==> config.mk <==
export PLATFORM = sky130hd
export DESIGN_NAME = ts_pmt_section_parser
export DESIGN_NICKNAME = d
export VERILOG_FILES = /design/src/tspmt_pkg.sv /design/src/ts_pmt_section_parser.sv
export SDC_FILE = /design/constraint.sdc
export NUM_CORES = 1
export LEC_CHECK = 0
export BUFFER_PORTS_ARGS = -buffer_cell sky130_fd_sc_hd__buf_2
export CORE_UTILIZATION = 35
export DETAILED_ROUTE_END_ITERATION = 10
export PLACE_DENSITY = 0.5
export SYNTH_ARGS = -nofsm -noshare
export SYNTH_HDL_FRONTEND = slang
export SYNTH_SLANG_ARGS = --single-unit
==> constraint.sdc <==
create_clock -name clk -period 10.3 [get_ports clk]
set_clock_uncertainty 0.05 [all_clocks]
set_input_delay 1.03 -clock clk [delete_from_list [all_inputs] [get_ports clk]]
set_output_delay 1.03 -clock clk [all_outputs]
set_load 0.01 [all_outputs]
==> src/tspmt_pkg.sv <==
`timescale 1ns / 1ps
`default_nettype none
// ----------------------------------------------------------------------------
// tspmt_pkg
// Types and constants shared by the program map table section parser.
// ----------------------------------------------------------------------------
package tspmt_pkg;

  localparam int unsigned POS_W = 4;
  localparam int unsigned LEN_W = 12;
  localparam int unsigned PID_W = 13;

  localparam logic [7:0] PMT_TABLE_ID = 8'h02;

  // header bytes that close a field, counted from the table id byte
  localparam logic [POS_W-1:0] POS_SECTION_LEN  = 4'd2;
  localparam logic [POS_W-1:0] POS_PROG_NUM     = 4'd4;
  localparam logic [POS_W-1:0] POS_VERSION      = 4'd5;
  localparam logic [POS_W-1:0] POS_SECTION_NUM  = 4'd6;
  localparam logic [POS_W-1:0] POS_LAST_SECTION = 4'd7;
  localparam logic [POS_W-1:0] POS_PCR_PID      = 4'd9;
  localparam logic [POS_W-1:0] POS_PROG_INFO    = 4'd11;

  // entry header bytes
  localparam logic [POS_W-1:0] POS_ES_TYPE      = 4'd0;
  localparam logic [POS_W-1:0] POS_ES_PID       = 4'd2;
  localparam logic [POS_W-1:0] POS_ES_INFO      = 4'd4;

  localparam logic [POS_W-1:0] POS_CRC_LAST     = 4'd3;

  localparam logic [LEN_W:0]   SECTION_OVERHEAD = 13'd13;
  localparam logic [LEN_W-1:0] ES_ENTRY_LEN     = 12'd5;

  typedef enum logic [2:0] {
    KIND_ENTRY   = 3'd0,
    KIND_DONE    = 3'd1,
    KIND_BAD_ID  = 3'd2,
    KIND_TRUNC   = 3'd3,
    KIND_BAD_LEN = 3'd4
  } record_kind_t;

endpackage
`default_nettype wire

==> src/ts_pmt_section_parser.sv <==
// a byte taken goes into the input register, and its record into the output register
// throughput: one byte per cycle unless a record waits on a stalled output register
// an input register and an output register sit on the two channels; out_stall reaches in_stall combinationally
// reset clears the parse phase and counters and the valid bits of both pipeline registers
`timescale 1ns / 1ps
`default_nettype none
// ----------------------------------------------------------------------------
// ts_pmt_section_parser
// Byte-serial parser for program map table sections: header capture,
// descriptor skipping, elementary stream entries and trailing crc word.
// ----------------------------------------------------------------------------
module ts_pmt_section_parser (
  input  wire logic                    clk,
  input  wire logic                    rst,
  input  wire logic                    in_valid,
  output logic                         in_stall,
  input  wire logic [7:0]              data_byte,
  input  wire logic                    section_start,
  input  wire logic                    buffer_end,
  output logic                         out_valid,
  input  wire logic                    out_stall,
  output tspmt_pkg::record_kind_t      record_kind,
  output logic [7:0]                   stream_type,
  output logic [12:0]                  elementary_pid,
  output logic [11:0]                  es_info_length,
  output logic [15:0]                  program_number,
  output logic [4:0]                   version_number,
  output logic                         current_next,
  output logic [7:0]                   section_number,
  output logic [7:0]                   last_section_number,
  output logic [12:0]                  pcr_pid,
  output logic [11:0]                  program_info_length,
  output logic [31:0]                  crc_word
);
  import tspmt_pkg::*;

  typedef enum logic [2:0] {
    PH_IDLE,
    PH_HDR,
    PH_SKIP_PROG,
    PH_ENTRY,
    PH_SKIP_ES,
    PH_CRC
  } phase_t;

  // input register
  logic             in_q_valid;
  logic [7:0]       in_q_byte;
  logic             in_q_start;
  logic             in_q_end;

  // parse state
  phase_t           phase, phase_next;
  logic [POS_W-1:0] pos, pos_next;
  logic [LEN_W-1:0] section_len, section_len_next;
  logic [LEN_W-1:0] skip_rem, skip_rem_next;
  logic [LEN_W-1:0] streams_rem, streams_rem_next;
  logic [31:0]      crc_shift, crc_shift_next;

  logic [15:0]      hdr_prog_num, hdr_prog_num_next;
  logic [4:0]       hdr_version, hdr_version_next;
  logic             hdr_cur_next, hdr_cur_next_next;
  logic [7:0]       hdr_sec_num, hdr_sec_num_next;
  logic [7:0]       hdr_last_sec, hdr_last_sec_next;
  logic [PID_W-1:0] hdr_pcr_pid, hdr_pcr_pid_next;
  logic [LEN_W-1:0] hdr_pil, hdr_pil_next;

  logic [7:0]       es_type, es_type_next;
  logic [PID_W-1:0] es_pid, es_pid_next;
  logic [LEN_W-1:0] es_info, es_info_next;

  logic             rec;
  record_kind_t     kind;
  logic             adv;

  always_comb begin
    logic             active;
    logic [LEN_W:0]   need;
    logic [LEN_W-1:0] pil_c;
    logic [LEN_W-1:0] eil_c;
    logic [LEN_W-1:0] left_c;
    active            = 1'b1;
    need              = '0;
    pil_c             = '0;
    eil_c             = '0;
    left_c            = '0;
    rec               = 1'b0;
    kind              = KIND_ENTRY;
    phase_next        = phase;
    pos_next          = pos;
    section_len_next  = section_len;
    skip_rem_next     = skip_rem;
    streams_rem_next  = streams_rem;
    crc_shift_next    = crc_shift;
    hdr_prog_num_next = hdr_prog_num;
    hdr_version_next  = hdr_version;
    hdr_cur_next_next = hdr_cur_next;
    hdr_sec_num_next  = hdr_sec_num;
    hdr_last_sec_next = hdr_last_sec;
    hdr_pcr_pid_next  = hdr_pcr_pid;
    hdr_pil_next      = hdr_pil;
    es_type_next      = es_type;
    es_pid_next       = es_pid;
    es_info_next      = es_info;

    if (in_q_start) begin
      phase_next       = PH_IDLE;
      pos_next         = '0;
      section_len_next = '0;
      skip_rem_next    = '0;
      streams_rem_next = '0;
      crc_shift_next   = '0;
      if (in_q_byte != PMT_TABLE_ID) begin
        rec  = 1'b1;
        kind = KIND_BAD_ID;
      end else begin
        phase_next = PH_HDR;
        pos_next   = POS_W'(1);
      end
    end else begin
      crc_shift_next = {crc_shift[23:0], in_q_byte};
      unique case (phase)
        PH_HDR: begin
          pos_next = pos + 1'b1;
          case (pos)
            POS_SECTION_LEN:  section_len_next  = crc_shift_next[LEN_W-1:0];
            POS_PROG_NUM:     hdr_prog_num_next = crc_shift_next[15:0];
            POS_VERSION: begin
              hdr_version_next  = in_q_byte[5:1];
              hdr_cur_next_next = in_q_byte[0];
            end
            POS_SECTION_NUM:  hdr_sec_num_next  = in_q_byte;
            POS_LAST_SECTION: hdr_last_sec_next = in_q_byte;
            POS_PCR_PID:      hdr_pcr_pid_next  = crc_shift_next[PID_W-1:0];
            POS_PROG_INFO: begin
              pil_c        = crc_shift_next[LEN_W-1:0];
              need         = SECTION_OVERHEAD + {1'b0, pil_c};
              hdr_pil_next = pil_c;
              if ({1'b0, section_len} < need) begin
                rec  = 1'b1;
                kind = KIND_BAD_LEN;
              end else begin
                left_c           = section_len - need[LEN_W-1:0];
                streams_rem_next = left_c;
                pos_next         = '0;
                if (pil_c != '0) begin
                  skip_rem_next = pil_c;
                  phase_next    = PH_SKIP_PROG;
                end else begin
                  phase_next = (left_c != '0) ? PH_ENTRY : PH_CRC;
                end
              end
            end
            default: ;
          endcase
        end
        PH_SKIP_PROG, PH_SKIP_ES: begin
          skip_rem_next = skip_rem - 1'b1;
          if (skip_rem_next == '0) begin
            pos_next   = '0;
            phase_next = (streams_rem != '0) ? PH_ENTRY : PH_CRC;
          end
        end
        PH_ENTRY: begin
          pos_next = pos + 1'b1;
          case (pos)
            POS_ES_TYPE: begin
              if (streams_rem < ES_ENTRY_LEN) begin
                rec  = 1'b1;
                kind = KIND_BAD_LEN;
              end else begin
                streams_rem_next = streams_rem - ES_ENTRY_LEN;
                es_type_next     = in_q_byte;
                es_pid_next      = '0;
                es_info_next     = '0;
              end
            end
            POS_ES_PID: es_pid_next = crc_shift_next[PID_W-1:0];
            POS_ES_INFO: begin
              eil_c        = crc_shift_next[LEN_W-1:0];
              es_info_next = eil_c;
              if (eil_c > streams_rem) begin
                rec  = 1'b1;
                kind = KIND_BAD_LEN;
              end else begin
                left_c           = streams_rem - eil_c;
                streams_rem_next = left_c;
                rec              = 1'b1;
                kind             = KIND_ENTRY;
                pos_next         = '0;
                if (eil_c != '0) begin
                  skip_rem_next = eil_c;
                  phase_next    = PH_SKIP_ES;
                end else begin
                  phase_next = (left_c != '0) ? PH_ENTRY : PH_CRC;
                end
              end
            end
            default: ;
          endcase
        end
        PH_CRC: begin
          if (pos >= POS_CRC_LAST) begin
            rec        = 1'b1;
            kind       = KIND_DONE;
            phase_next = PH_IDLE;
          end else begin
            pos_next = pos + 1'b1;
          end
        end
        default: begin
          active     = 1'b0;
          phase_next = PH_IDLE;
        end
      endcase
    end

    if (rec && (kind == KIND_BAD_ID || kind == KIND_BAD_LEN)) begin
      phase_next = PH_IDLE;
    end else if (active && in_q_end && !(rec && kind == KIND_DONE)) begin
      rec        = 1'b1;
      kind       = KIND_TRUNC;
      phase_next = PH_IDLE;
    end
  end

  // a byte moves on when it makes no record or the output register is free
  assign adv      = in_q_valid && (!rec || !out_valid || !out_stall);
  assign in_stall = in_q_valid && !adv;

  always_ff @(posedge clk) begin
    if (rst) begin
      in_q_valid  <= 1'b0;
      out_valid   <= 1'b0;
      phase       <= PH_IDLE;
      pos         <= '0;
      section_len <= '0;
      skip_rem    <= '0;
      streams_rem <= '0;
    end else begin
      if (in_valid && !in_stall) begin
        in_q_valid <= 1'b1;
      end else if (adv) begin
        in_q_valid <= 1'b0;
      end

      if (adv) begin
        phase       <= phase_next;
        pos         <= pos_next;
        section_len <= section_len_next;
        skip_rem    <= skip_rem_next;
        streams_rem <= streams_rem_next;
      end

      if (adv && rec) begin
        out_valid <= 1'b1;
      end else if (!out_stall) begin
        out_valid <= 1'b0;
      end
    end
  end

  // payload registers
  always_ff @(posedge clk) begin
    if (in_valid && !in_stall) begin
      in_q_byte  <= data_byte;
      in_q_start <= section_start;
      in_q_end   <= buffer_end;
    end

    if (adv) begin
      crc_shift    <= crc_shift_next;
      hdr_prog_num <= hdr_prog_num_next;
      hdr_version  <= hdr_version_next;
      hdr_cur_next <= hdr_cur_next_next;
      hdr_sec_num  <= hdr_sec_num_next;
      hdr_last_sec <= hdr_last_sec_next;
      hdr_pcr_pid  <= hdr_pcr_pid_next;
      hdr_pil      <= hdr_pil_next;
      es_type      <= es_type_next;
      es_pid       <= es_pid_next;
      es_info      <= es_info_next;
    end

    if (adv && rec) begin
      record_kind         <= kind;
      stream_type         <= '0;
      elementary_pid      <= '0;
      es_info_length      <= '0;
      program_number      <= '0;
      version_number      <= '0;
      current_next        <= 1'b0;
      section_number      <= '0;
      last_section_number <= '0;
      pcr_pid             <= '0;
      program_info_length <= '0;
      crc_word            <= '0;
      if (kind == KIND_ENTRY) begin
        stream_type    <= es_type_next;
        elementary_pid <= es_pid_next;
        es_info_length <= es_info_next;
      end
      if (kind == KIND_ENTRY || kind == KIND_DONE) begin
        program_number      <= hdr_prog_num_next;
        version_number      <= hdr_version_next;
        current_next        <= hdr_cur_next_next;
        section_number      <= hdr_sec_num_next;
        last_section_number <= hdr_last_sec_next;
        pcr_pid             <= hdr_pcr_pid_next;
        program_info_length <= hdr_pil_next;
      end
      if (kind == KIND_DONE) begin
        crc_word <= crc_shift_next;
      end
    end
  end

`ifndef ASSERT_OFF
  a_stall_only_when_full: assert property (@(posedge clk) disable iff (rst)
    in_stall |-> (out_valid && out_stall))
    else $error("input stalled while the output register can take a transfer");

  a_entry_fields_zero: assert property (@(posedge clk) disable iff (rst)
    (out_valid && record_kind != KIND_ENTRY) |->
      (stream_type == '0 && elementary_pid == '0 && es_info_length == '0))
    else $error("stream entry fields set on a non-entry record");

  a_error_fields_zero: assert property (@(posedge clk) disable iff (rst)
    (out_valid && (record_kind == KIND_BAD_ID || record_kind == KIND_BAD_LEN ||
                   record_kind == KIND_TRUNC)) |->
      (program_number == '0 && pcr_pid == '0 && crc_word == '0))
    else $error("header or crc fields set on an error record");

  a_reset_clears_output: assert property (@(posedge clk)
    rst |=> !out_valid)
    else $error("output valid straight after reset");
`endif

endmodule
`default_nettype wire

==> impl_metrics.tcl <==
set metrics [dict create \
    synth_top_area_share_pct 52.7 \
    post_drt_wl_per_cell_um 21.6 \
    dieWidth_um 208 \
    cts_hold_buffers 0 \
    grt_first_pass_wirelength_mm 64.8 \
    clk_pin_slew_worst_paths_ps 60 \
    final_area_um2 17200 \
    htree_levels 2 \
    coreArea_um2 41900 \
    rr_worst_depth 15 \
    syn_nets 1351 \
    grt_pass1_vias 10421 \
    end_kind "register" \
    cts.sinks 306 \
    drcViolationCount 0 \
    stdcell_count 1980 \
    synth_seq_cells 306 \
    run_status "complete, no violations" \
    vias_per_cell 5.45 \
    synthCells 1300 \
    reg2reg_setup_slack_ps 4030 \
    arrival_ps 6370 \
    die_h_um 208 \
    avgSynthCellArea_um2 11.4 \
    rsz0062_at_grt "no" \
    hpwl_mm 29.3 \
    multi_input_comb_area_um2 5680 \
    grt_usage_pct 19.6 \
    tns_ps 0 \
    drive_gt1_share_pct 17.4 \
    max_freq_ghz 0.159 \
    min_path_cells 2 \
    total_power_mw 2.94 \
    r2r_start "in_q_byte[0]$_DFFE_PP_" \
    startpoint_type "register" \
    dp_cells 1915 \
    holdCritPathClass "reg -> reg" \
    ys_warn_count 0 \
    synth-edff-count 261 \
    hold_start "streams_rem[0]$_SDFFE_PP0P_" \
    hold_viol 0 \
    vias 10790 \
    cts_buffers 35 \
    final.min_clock_period_ps 6270 \
    cts_tree "built" \
    io_buffers 146 \
    syn_to_final_growth_pct 15.9 \
    nets 1464 \
    start_util_pct 35.4 \
    overflow 0 \
    maxSlewViolCount 0 \
    hold_slack_ps 431 \
    worst-setup-path-type "reg -> reg" \
    seq_area_um2 8740 \
    post-route-period-util_pct 60.9 \
    ys_seq_area_share_pct 58.8 \
    ctsResizeCount 0 \
    p_leak_nw 6.52 \
    slew_headroom_pct 24.3 \
    syn-cell-area_um2 14900 \
    insertion_delay_ps 530 \
    grt_max_degree 72 \
    place.gp.congestion 0.855 \
    async_reset_ff_share_pct 0 \
    final_common_cell "edfxtp_1" \
    synth_area_leaders "edfxtp_1, dfxtp_1, and3_1, ha_1, nand2_1" \
    cts.path.max_buffers 3 \
    holdPathEnd "streams_rem[0]$_SDFFE_PP0P_" \
    rows 75 \
    synth_cell_types 74 \
    root_buffer "clkbuf_16" \
    powerDensity_nw_per_um2 171 \
    cp_max_fo 67 \
    antenna_found_initial 1 \
    ir_worst_vdd_v 0.0000794 \
    yosysTopAreaCell "edfxtp_1" \
    ios 147 \
    postCtsSetupBuffers 0 \
    ys.flop_type "edfxtp_1" \
    drt_iter0_drc 749 \
    setup_viol 0 \
    r2r_end "stream_type[2]$_SDFFCE_PP0P_" \
    placed_cell_area_um2 16100 \
    antenna_left 0 \
    final_cell_mix "edfxtp_1, buf_2, nand2_1" \
    cap_violations 0 \
    dieArea_um2 43300 \
    nFillCells 3984 \
    cp_data_required_time_ps 10400 \
    worst-slew-pin-transition_ps 1140 \
    drt_wl_total_mm 42.8 \
    firstDrtPassIters 5 \
]
==> flip-flops by register name (all words and copies together) (netlist names), 13 cells and up <==
register        flops
pcr_pid            13
hdr_prog_num       16
elementary_pid     13
hdr_pcr_pid        13
crc_word           32
crc_shift          24
es_pid             13
program_number     16
==> stage by stage <==
stage	setup slack [ps]	utilization [%]
floorplan	1210	-
finish	4030	41.1
global route	3640	41.1
detailed placement	4050	38.3
global placement	4170	38.3
CTS	4010	41.1
==> cells in the mapped netlist, types with 8 or more instances <==
library cell and number:
mux2i_1 13, a211oi_1 13, nand4_1 10, o211ai_1 8
o21ai_0 77, ha_1 35, or3_1 15, edfxtp_1 261
clkbuf_1 73, inv_1 38, a21o_1 9, nand3_1 25
nand2b_1 8, nand2_1 105, nor2b_1 52, and3_1 72
a31oi_1 12, a21oi_1 58, nor2_1 74, and2_1 30
nor3b_1 8, a22o_1 35, or4_1 10, mux2_2 25
o21a_1 11, nor3_1 37, xnor2_1 22, xor2_1 10
dfxtp_1 45
==> metal layers <==
metal / vias to the layer above / part of all wire [%] / track usage, %
met1: 5303 / 47 / 27.2
met2: 301 / 46 / 31.3
met5: - / 0 / 0
li1: 5119 / - / -
met3: 67 / 4.2 / 2.99
met4: 0 / 2.8 / 7.10
==> logic make-up after synthesis <==
kind of cell	synth area share (%)
DFF	58.8
muxes	2.77
buffers and inverters	3.13
and+or+nand+nor	16.9
AOI/OAI and AO/OA	13.3
xor gates and xnor gates	1.89
adders and majority gates	3.21
==> report_power, final <==
part,switching [mW],internal (mW),total (mW)
registers,0.0265,1.39,1.42
logic,0.165,0.0842,0.249
clock network,0.510,0.767,1.28
total,0.701,2.24,2.94
==> how the worst max path moves through the flow <==
stage	start	end	slack [ps]
floorplan	in_q_byte[0]$_DFFE_PP_	crc_word[0]$_SDFFCE_PP0P_	1210
global placement	in_q_byte[0]$_DFFE_PP_	stream_type[0]$_SDFFCE_PP0P_	4170
detailed placement	in_q_byte[0]$_DFFE_PP_	stream_type[7]$_SDFFCE_PP0P_	4050
CTS	in_q_byte[0]$_DFFE_PP_	stream_type[2]$_SDFFCE_PP0P_	4010
global route	in_q_byte[0]$_DFFE_PP_	elementary_pid[0]$_SDFFCE_PP0P_	3640
finish	in_q_byte[0]$_DFFE_PP_	stream_type[2]$_SDFFCE_PP0P_	4030
==> worst max-delay path, cell delays in order (launching register included) <==
cell,delay (ps)
edfxtp_1,540
ha_1,290
or3_1,390
and2_1,210
and4_1,210
xnor2_1,130
ha_1,410
and4_1,240
nand2_1,80
nor2_1,160
a211oi_1,190
o21ai_0,380
nand2_1,290
inv_4,580
and2_4,830
buf_4,800
==> area by class of cell <==
cell class | count | share of cell area [%]
Sequential cell | 306 | 50.7
Inverter | 41 | 0.907
Antenna cell | 1 | 0.0145
Multi-Input combinational cell | 872 | 32.9
Timing Repair Buffer | 157 | 4.72
Tap cell | 539 | 3.91
Clock buffer | 50 | 5.65
Clock inverter | 14 | 1.17
Power figures use the tool's default switching activity.
